[src/rtl/color_temperature_ir_compensated_top_assert.svh]
// ---------------------------------------------------------------------------
// assertion macros for the color temperature pipeline
// each macro expects clk and rst in the scope where it is used
// ---------------------------------------------------------------------------
`ifndef COLOR_TEMPERATURE_IR_COMPENSATED_TOP_ASSERT_SVH
`define COLOR_TEMPERATURE_IR_COMPENSATED_TOP_ASSERT_SVH

`ifndef NO_ASSERTIONS

// condition that holds at every clock edge outside reset
`define CTIR_ASSERT_ALWAYS(name, expr, msg) \
  name: assert property (@(posedge clk) disable iff (rst) (expr)) else $error(msg);

// antecedent in one cycle implies consequent in the next
`define CTIR_ASSERT_NEXT(name, ante, cons, msg) \
  name: assert property (@(posedge clk) disable iff (rst) (ante) |=> (cons)) \
    else $error(msg);

`else

`define CTIR_ASSERT_ALWAYS(name, expr, msg)

`define CTIR_ASSERT_NEXT(name, ante, cons, msg)

`endif

`endif

[src/rtl/ctir_pkg.sv]
// ---------------------------------------------------------------------------
// ctir_pkg
// shared types and constants of the color temperature pipeline
// ---------------------------------------------------------------------------
package ctir_pkg;

  localparam int CHAN_W             = 16;
  localparam int SUM_W              = 18;
  localparam int NUM_W              = 28;
  localparam int DIV_BITS_PER_STAGE = 2;
  localparam int DIV_STAGES         = NUM_W / DIV_BITS_PER_STAGE;

  localparam logic [7:0]  SETTING_RESET   = 8'd255;
  localparam logic [8:0]  SPAN_BASE       = 9'd256;
  localparam logic [8:0]  SPAN_ANALOG_MAX = 9'd63;
  localparam logic [15:0] SAT_DIGITAL     = 16'hFFFF;
  // 1024 counts per step less a quarter
  localparam logic [15:0] LEVEL_PER_SPAN  = 16'd768;
  localparam logic [11:0] CCT_COEF        = 12'd3810;
  localparam logic [15:0] CCT_OFFSET      = 16'd1391;

  // control that travels with each word; blank forces a zero result
  typedef struct packed {
    logic valid;
    logic blank;
  } ctir_ctl_t;

endpackage

[src/rtl/ctir_div.sv]
// ---------------------------------------------------------------------------
// ctir_div
// pipelined restoring divider, two quotient bits per register stage
// ---------------------------------------------------------------------------
`include "color_temperature_ir_compensated_top_assert.svh"

module ctir_div (
  input  logic                      clk,
  input  logic                      rst,
  input  logic                      en,
  input  ctir_pkg::ctir_ctl_t       in_ctl,
  input  logic [ctir_pkg::NUM_W-1:0]  in_num,
  input  logic [ctir_pkg::CHAN_W-1:0] in_div,
  output ctir_pkg::ctir_ctl_t       out_ctl,
  output logic [ctir_pkg::NUM_W-1:0]  out_quo
);
  import ctir_pkg::*;

  ctir_ctl_t         ctl_q [DIV_STAGES];
  logic [CHAN_W-1:0] rem_q [DIV_STAGES];
  logic [NUM_W-1:0]  dq_q  [DIV_STAGES];
  logic [CHAN_W-1:0] dv_q  [DIV_STAGES];
  logic [DIV_STAGES-1:0] vld_vec;

  for (genvar s = 0; s < DIV_STAGES; s++) begin : g_stage
    ctir_ctl_t         src_ctl;
    logic [CHAN_W-1:0] src_rem;
    logic [NUM_W-1:0]  src_dq;
    logic [CHAN_W-1:0] src_dv;
    logic [CHAN_W-1:0] rem_next;
    logic [NUM_W-1:0]  dq_next;

    if (s == 0) begin : g_first
      assign src_ctl = in_ctl;
      assign src_rem = '0;
      assign src_dq  = in_num;
      assign src_dv  = in_div;
    end else begin : g_rest
      assign src_ctl = ctl_q[s-1];
      assign src_rem = rem_q[s-1];
      assign src_dq  = dq_q[s-1];
      assign src_dv  = dv_q[s-1];
    end

    // dq shifts dividend bits out the top and quotient bits in the bottom
    always_comb begin
      logic [CHAN_W:0] trial;
      rem_next = src_rem;
      dq_next  = src_dq;
      for (int k = 0; k < DIV_BITS_PER_STAGE; k++) begin
        trial   = {rem_next, dq_next[NUM_W-1]};
        dq_next = {dq_next[NUM_W-2:0], 1'b0};
        if (trial >= {1'b0, src_dv}) begin
          rem_next   = CHAN_W'(trial - {1'b0, src_dv});
          dq_next[0] = 1'b1;
        end else begin
          rem_next = trial[CHAN_W-1:0];
        end
      end
    end

    always_ff @(posedge clk) begin
      if (rst) begin
        ctl_q[s] <= '0;
      end else if (en) begin
        ctl_q[s] <= src_ctl;
      end
    end

    always_ff @(posedge clk) begin
      if (en) begin
        rem_q[s] <= rem_next;
        dq_q[s]  <= dq_next;
        dv_q[s]  <= src_dv;
      end
    end

    assign vld_vec[s] = ctl_q[s].valid;

    `CTIR_ASSERT_ALWAYS(a_rem_below_div, !(ctl_q[s].valid && !ctl_q[s].blank) || (rem_q[s] < dv_q[s]), "partial remainder not below divisor")
  end

  assign out_ctl = ctl_q[DIV_STAGES-1];
  assign out_quo = dq_q[DIV_STAGES-1];

  `CTIR_ASSERT_NEXT(a_div_stall_holds, !en, $stable(vld_vec), "divider valid bits moved during stall")
  `CTIR_ASSERT_ALWAYS(a_div_nonzero, !(out_ctl.valid && !out_ctl.blank) || (dv_q[DIV_STAGES-1] != '0), "non-blank word with zero divisor")

endmodule

[src/rtl/color_temperature_ir_compensated_top.sv]
// ---------------------------------------------------------------------------
// color_temperature_ir_compensated_top
// color temperature in kelvin from one rgbc sample, infrared part removed
//
//   channel   direction  fields (low bit first)
//   s_axis    in         red_count, green_count, blue_count, clear_count
//   m_axis    out        kelvin
//   cfg       in         integration_setting
//
// one word per cycle unless the output register stalls; four front stages (sum,
// infrared, correction, coefficient multiply), the 14-stage divider that resolves
// two quotient bits per stage, and the output register.
// reset clears every valid bit and loads integration_setting with 255.
// a word waiting in the output register stalls the whole pipeline;
// s_axis_tready follows that stall, nothing is dropped or repeated.
// ---------------------------------------------------------------------------
`include "color_temperature_ir_compensated_top_assert.svh"

module color_temperature_ir_compensated_top (
  input  logic        clk,
  input  logic        rst,
  input  logic        s_axis_tvalid,
  output logic        s_axis_tready,
  input  logic [63:0] s_axis_tdata,  // red_count, green_count, blue_count, clear_count
  output logic        m_axis_tvalid,
  input  logic        m_axis_tready,
  output logic [15:0] m_axis_tdata,  // kelvin
  input  logic        cfg_valid,
  output logic        cfg_ready,
  input  logic [7:0]  cfg_data       // integration_setting
);
  import ctir_pkg::*;

  logic [7:0] integration_setting;
  logic       en;

  // input decode and saturation level
  logic [CHAN_W-1:0] red_in, green_in, blue_in, clear_in;
  logic [8:0]        span;
  logic [15:0]       sat_level;
  logic              blank_in;
  logic [SUM_W-1:0]  sum_in;

  // stage 1
  ctir_ctl_t         ctl1;
  logic [CHAN_W-1:0] red1, blue1, clear1;
  logic [SUM_W-1:0]  sum1;

  // stage 2
  ctir_ctl_t         ctl2;
  logic [CHAN_W-1:0] red2, blue2, ir2;
  logic [SUM_W-1:0]  excess;
  logic [CHAN_W-1:0] ir_next;

  // stage 3
  ctir_ctl_t         ctl3;
  logic [CHAN_W-1:0] red3, blue3;
  logic [CHAN_W-1:0] red3_next, blue3_next;

  // stage 4
  ctir_ctl_t         ctl4;
  logic [NUM_W-1:0]  num4;
  logic [CHAN_W-1:0] div4;

  // divider and output
  ctir_ctl_t         div_ctl;
  logic [NUM_W-1:0]  div_quo;
  logic              out_vld;
  logic [15:0]       kelvin;
  logic [3:0]        vld_vec;

  assign en            = !out_vld || m_axis_tready;
  assign s_axis_tready = en && !rst;
  assign cfg_ready     = !rst;
  assign m_axis_tvalid = out_vld;
  assign m_axis_tdata  = kelvin;

  always_ff @(posedge clk) begin
    if (rst) begin
      integration_setting <= SETTING_RESET;
    end else if (cfg_valid && cfg_ready) begin
      integration_setting <= cfg_data;
    end
  end

  assign red_in   = s_axis_tdata[15:0];
  assign green_in = s_axis_tdata[31:16];
  assign blue_in  = s_axis_tdata[47:32];
  assign clear_in = s_axis_tdata[63:48];

  // span runs 1..256; short spans saturate at 3/4 of full analog range
  assign span      = SPAN_BASE - {1'b0, integration_setting};
  assign sat_level = (span > SPAN_ANALOG_MAX) ? SAT_DIGITAL
                   : {10'd0, span[5:0]} * LEVEL_PER_SPAN;
  assign blank_in  = (clear_in == '0) || (clear_in >= sat_level);
  assign sum_in    = {2'd0, red_in} + {2'd0, green_in} + {2'd0, blue_in};

  always_ff @(posedge clk) begin
    if (rst) begin
      ctl1 <= '0;
      ctl2 <= '0;
      ctl3 <= '0;
      ctl4 <= '0;
    end else if (en) begin
      ctl1 <= '{valid: s_axis_tvalid, blank: blank_in};
      ctl2 <= ctl1;
      ctl3 <= '{valid: ctl2.valid, blank: ctl2.blank || (red3_next == '0)};
      ctl4 <= ctl3;
    end
  end

  // inferred infrared: half of what rgb exceeds clear by
  assign excess     = sum1 - {2'd0, clear1};
  assign ir_next    = (sum1 > {2'd0, clear1}) ? excess[CHAN_W:1] : '0;
  assign red3_next  = red2 - ir2;
  assign blue3_next = blue2 - ir2;

  always_ff @(posedge clk) begin
    if (en) begin
      red1   <= red_in;
      blue1  <= blue_in;
      clear1 <= clear_in;
      sum1   <= sum_in;
      red2   <= red1;
      blue2  <= blue1;
      ir2    <= ir_next;
      red3   <= red3_next;
      blue3  <= blue3_next;
      num4   <= {12'd0, blue3} * {16'd0, CCT_COEF};
      div4   <= red3;
    end
  end

  ctir_div u_div (
    .clk     (clk),
    .rst     (rst),
    .en      (en),
    .in_ctl  (ctl4),
    .in_num  (num4),
    .in_div  (div4),
    .out_ctl (div_ctl),
    .out_quo (div_quo)
  );

  always_ff @(posedge clk) begin
    if (rst) begin
      out_vld <= 1'b0;
    end else if (en) begin
      out_vld <= div_ctl.valid;
    end
  end

  always_ff @(posedge clk) begin
    if (en) begin
      kelvin <= div_ctl.blank ? '0 : div_quo[15:0] + CCT_OFFSET;
    end
  end

  assign vld_vec = {ctl1.valid, ctl2.valid, ctl3.valid, ctl4.valid};

  `CTIR_ASSERT_NEXT(a_accept_lands, s_axis_tvalid && s_axis_tready, ctl1.valid, "accepted word missing from first stage")
  `CTIR_ASSERT_NEXT(a_stall_holds, !en, $stable(vld_vec) && out_vld, "front valid bits moved during stall")
  `CTIR_ASSERT_ALWAYS(a_clear_zero_blank, !(ctl1.valid && clear1 == '0) || ctl1.blank, "zero clear count not blanked")

endmodule
[config.mk]
export PLATFORM = sky130hd
export DESIGN_NAME = color_temperature_ir_compensated_top
export DESIGN_NICKNAME = d
export VERILOG_FILES = /design/src/rtl/ctir_pkg.sv /design/src/rtl/ctir_div.sv /design/src/rtl/color_temperature_ir_compensated_top.sv
export VERILOG_INCLUDE_DIRS = /design/src /design/src/rtl
export SDC_FILE = /design/constraint.sdc
export NUM_CORES = 2
export LEC_CHECK = 0
export BUFFER_PORTS_ARGS = -buffer_cell sky130_fd_sc_hd__clkbuf_2
export CAP_MARGIN = 20
export CORE_AREA = 4 4 307 309
export CTS_CLUSTER_SIZE = 28
export DETAILED_ROUTE_END_ITERATION = 6
export DIE_AREA = 0 0 311 313
export GPL_ROUTABILITY_DRIVEN = 0
export PLACE_DENSITY = 0.82
export SYNTH_ARGS = -nofsm -noshare
export SYNTH_HDL_FRONTEND = slang
export SYNTH_SLANG_ARGS = --single-unit
export TNS_END_PERCENT = 30
[constraint.sdc]
create_clock -name clk -period 41.2 [get_ports clk]
set_input_delay 4.12 -clock clk [delete_from_list [all_inputs] [get_ports clk]]
set_output_delay 4.12 -clock clk [all_outputs]
set_load 0.05 [all_outputs]
======== Yosys cells after proc, flatten, opt, wreduce, memory -nomap -nowiden ========
Memory sizes are Yosys's and may differ from the RTL's.
Index checks and enable logic that the tools add are counted.
storage, ports and cells
  bits in registers ....................... 222
  output and inout port bits .............. 19
  input port bits ......................... 77
  memories kept ........................... 4
  memory bits (writable) .................. 868
memory list
  memory       depth  bits a word  rd ports  clocked after Yosys merged registers in  wr ports  RTL line        source
  u_div.dq_q   14     28           14        0                                        14        ctir_div.sv:21  logic [NUM_W-1:0] dq_q [DIV_STAGES];
  u_div.dv_q   14     16           13        0                                        14        ctir_div.sv:22  logic [CHAN_W-1:0] dv_q [DIV_STAGES];
  u_div.rem_q  14     16           13        0                                        14        ctir_div.sv:20  logic [CHAN_W-1:0] rem_q [DIV_STAGES];
  u_div.ctl_q  14     2            14        0                                        14        ctir_div.sv:19  ctir_ctl_t ctl_q [DIV_STAGES];
cells by class
  magnitude comparators ................... 31
  add/subtract/negate cells ............... 35
  multipliers ............................. 2
  muxes and demuxes ....................... 77
  bitwise logic cells ..................... 14
  reductions and logical operators ........ 9
operators with widths
  kind                      number
  $mux W16                  29
  $sub A16 B16 Y16          29
  $ge A17 B16 Y1            27
  $mux W1                   34
  $logic_not A16 Y1         2
  $mux W2                   14
  $mul A16 B11 Y27 const B  1
  $add A17 B16 Y18          1
  $gt A18 B16 Y1            1
  $add A16 B16 Y17          1
  $sub A17 B16 Y17          1
  $add A16 B11 Y16 const B  1
  $ge A1 B16 Y1             1
  $ge A16 B16 Y1            1
  $sub A1 B16 Y16           1
  $or A1 B1 Y1              14
  $gt A9 B6 Y1 const B      1
  $sub A9 B8 Y9 const A     1
  $mul A6 B2 Y8 const B     1
  $logic_or A1 B1 Y1        3
  $logic_and A1 B1 Y1       2
  $logic_not A1 Y1          2

======== Longest topological paths before layout ========
  word-level depth ........................ 6
  gate-level depth with buffers ........... 24
  depth with buffers taken out ............ 22

======== By module ========
From an unflattened synthesis, not the netlist that was laid out.
unflattened totals
  cell total of the unflattened synthesis .. 5517
  area total of the unflattened synthesis .. 64703.3 um^2
by module, submodules not included
  module                                area an instance (um^2)  instances  cells an instance  seq. area each (um^2)
  ctir_div                              50358.3                  1          4316               25104.1
  color_temperature_ir_compensated_top  14345.0                  1          1201               6496.2

======== Worst setup path after synthesis ========
No wires, ideal clock.
  path kind ............................... input -> register
  from .................................... in m_axis_tready
  to ...................................... mem u_div.ctl_q[0][13] (netlist name) (data pin)
  library setup time ...................... 0.290 ns
  setup slack ............................. 11.506 ns
  stages .................................. 4
  arrival ................................. 29.404 ns
  buffers on the path ..................... 1
  path through ............................ nor2b_1 clkinv_1 clkbuf_1 and3_1
RTL lines
  item         RTL line                                    source
  from (decl)  color_temperature_ir_compensated_top.sv:26  input logic m_axis_tready,
  to (decl)    ctir_div.sv:19

======== Worst setup path after layout ========
  from .................................... in m_axis_tready
  to ...................................... out s_axis_tready
between the ends
  cells in the longest elaborated chain, start to end .. 2
RTL lines
  item                 RTL line                                    source
  $logic_or A1 B1 Y1   color_temperature_ir_compensated_top.sv:72  assign en = !out_vld || m_axis_tready;
  $logic_and A1 B1 Y1  color_temperature_ir_compensated_top.sv:73  assign s_axis_tready = en && !rst;
  to (decl)            color_temperature_ir_compensated_top.sv:23  output logic s_axis_tready,
No other way between the ends.

==> out/metrics.cfg <==
[route]
dr.pass1.iters = 6
wire_per_inst_um = 19.3
drt-total-wl_um = 128000
ant_nets = 0
drc = 0
initialDrtViolationCount = 3489
vias = 40500
viasPerCell = 6.11

[timing]
post-route-period-util_pct = 23.2
fin_crit_ns = 9.55
clock.fmax_ghz = 0.105
final_hold_viol_count = 0
skew_ns = 0.0284
fin_tns_setup_ns = 0
worst_pin_slew_ns = 1.05
finalMaxSlewViolations = 0
rsz0062_at_grt = false
max-slew-margin-rel_pct = 29.7
setup_viol = 0

[hold_path]
hold_path.class = flip-flop to flip-flop
holdPathStages = 0
min_from = u_div.dq_q[1][31]

[cells_and_area]
multiInputGateArea_sq_um = 29700
area_growth_pct = 8.29
antenna_cells = 0
nets = 6166
fillCellCount = 6227
final_area_sq_um = 64100
layout-drive-gt1-share_pct = 10.5
regArea_sq_um = 27100

[clock_network]
clock_latency_ns = 0.68
hold_buffers = 0
postCtsResizedCells = 0
clock_sinks = 907
cts.clk_slew.worst_paths_ns = 0.06
cts_buffer_depth = 3
post-cts-setup-buffer-count = 0
h-tree-depth = 3
cts_buffers = 94
cts_tree = yes
cts_root_buf = clkbuf_16

[floorplan]
start_util_pct = 64.8
ios = 96
dieArea_sq_um = 97300
die_height_um = 313
coreArea_sq_um = 91400
num_rows = 111
fp.dieW_um = 311

[worst_setup_path]
crit_fanout = 12
rr_startpoint = u_div.dv_q[1][19]
reg2reg_depth = 20
cp.required_ns = 37.08
crit_arrival_ns = 5.43
end_kind = output port
crit_start = m_axis_tready
crit_type = input port to output port
cp-start-kind = input port

[global_route]
grt_pass1_wl_um = 206000
grt_use_total_pct = 25.9
grt-ovfl-total = 0
grt_pass1_vias = 40300
grt_max_degree = 181
antenna_found_initial = 1

[synthesis]
yosys-top-cells-area = edfxtp_1 45%, ha_1 13%, mux2_2 4.4%, xnor2_1 4.2%, fa_1 3.7%
netlist_instances = 5232
yosysSeqAreaShare_pct = 45.7
syn_area_sq_um = 59200
synth_nets = 6028
synth_edf_count = 890
yosys.area.top_type = edfxtp_1
synth_cell_types = 100
ys_seq_elements = 907
synth_top_area_share_pct = 45.1
async_reset_ff_share_pct = 0
yosys_warnings = 0
synth_flop_cell = edfxtp_1
syn_area_per_cell_sq_um = 11.3

[placement]
placedInstanceArea_sq_um = 61000
port_buffers = 95
hpwl_um = 95300

[outcome]
status = finished, final reports clean

[flow_run]
drv_cap = 0

[worst max-delay path, cell delays in order]
cell	delay (ns)
clkbuf_2	0.08
nor2b_1	0.80
nor2_1	0.14
clkbuf_2	0.29
[logic make-up after synthesis]
family / count (synthesis) / synth area share (%)
XOR/XNOR: 410 / 6.06
adder cells (fa/ha/maj): 719 / 16.6
multiplexers: 288 / 5.57
flip-flops: 907 / 45.7
AO/OA/AOI/OAI: 1162 / 12.6
buffers and inverters: 619 / 4.07
AND/OR/NAND/NOR: 1127 / 9.37
[cell type report]
| class | instances | area share [%] |
|---|---|---|
| Clock buffer | 120 | 3.95 |
| Clock inverter | 53 | 0.843 |
| Inverter | 543 | 3.19 |
| Multi-Input combinational cell | 3706 | 46.4 |
| Sequential cell | 907 | 42.2 |
| Tap cell | 1186 | 2.31 |
| Timing Repair Buffer | 118 | 1.09 |
[synth_stat cells, types with 16 or more instances]
library cell,number
a21boi_0,16
xnor2_1,285
o21a_1,70
a21o_1,133
or2_2,20
mux2_4,24
a211oi_1,44
a31oi_1,34
mux2_2,232
o21ai_0,214
nor2_1,313
or3_1,36
inv_1,540
clkbuf_1,53
dfxtp_1,17
nand2_1,244
o211ai_1,21
nor4_1,30
xor2_1,125
nand4_1,68
and3_1,56
edfxtp_1,890
o31ai_1,29
o21bai_1,46
fa_1,110
nand2b_1,61
nand3_1,68
nor2b_1,62
mux2i_1,29
a21oi_1,385
ha_1,609
nor3_1,110
[metrics by stage]
stage,setup slack (ns),hold slack (ns),std cells,util (%)
2_1_floorplan,11.51,0.400,5232,-
3_3_place_gp,31.57,0.400,6458,66.7
3_5_place_dp,31.34,0.405,6458,66.7
4_1_cts,31.59,0.404,6631,70.1
5_1_grt,31.54,0.406,6633,70.2
6_report,31.65,0.407,6633,70.2
[cell usage in the layout (no fill, tap or decap), types with 61 or more instances in the layout]
cell and instances:
a21o_1 133, a21oi_1 384, clkbuf_16 97, clkbuf_2 95, edfxtp_1 890, fa_1 110, ha_1 609, inv_1 540
mux2_2 232, nand2_1 244, nand2b_1 61, nand3_1 68, nand4_1 68, nor2_1 313, nor2b_1 62, nor3_1 110
o21a_1 70, o21ai_0 214, xnor2_1 285, xor2_1 125
[layer usage]
metal  part of all wire, %  vias up  global-route usage, %
met5                0.0094        -                      0
met4                   3.6        2                   9.62
met3                   5.8      315                   3.91
met2                    49     1292                   44.4
met1                    42    19400                   33.7
li1                      -    19500                      -
[worst paths after layout]
path / endpoint / slack [ns]
setup / recovery: s_axis_tready / 31.65
hold / removal: u_div.dq_q[1][61] / 0.41
setup reg to reg: u_div.rem_q[1][35] / 34.30
hold reg to reg: u_div.dq_q[1][61] / 0.41
[flip-flops by register name, summed over array words and instances, names as in the netlist, 18 cells and up]
register,count
u_div.dq_q,241
u_div.dv_q,208
u_div.rem_q,208
u_div.ctl_q,28
num4,27
sum1,18
Power is left out: the tool's default activity adds up to more than one toggle a clock period on the data nets, which glitch-free logic cannot reach.
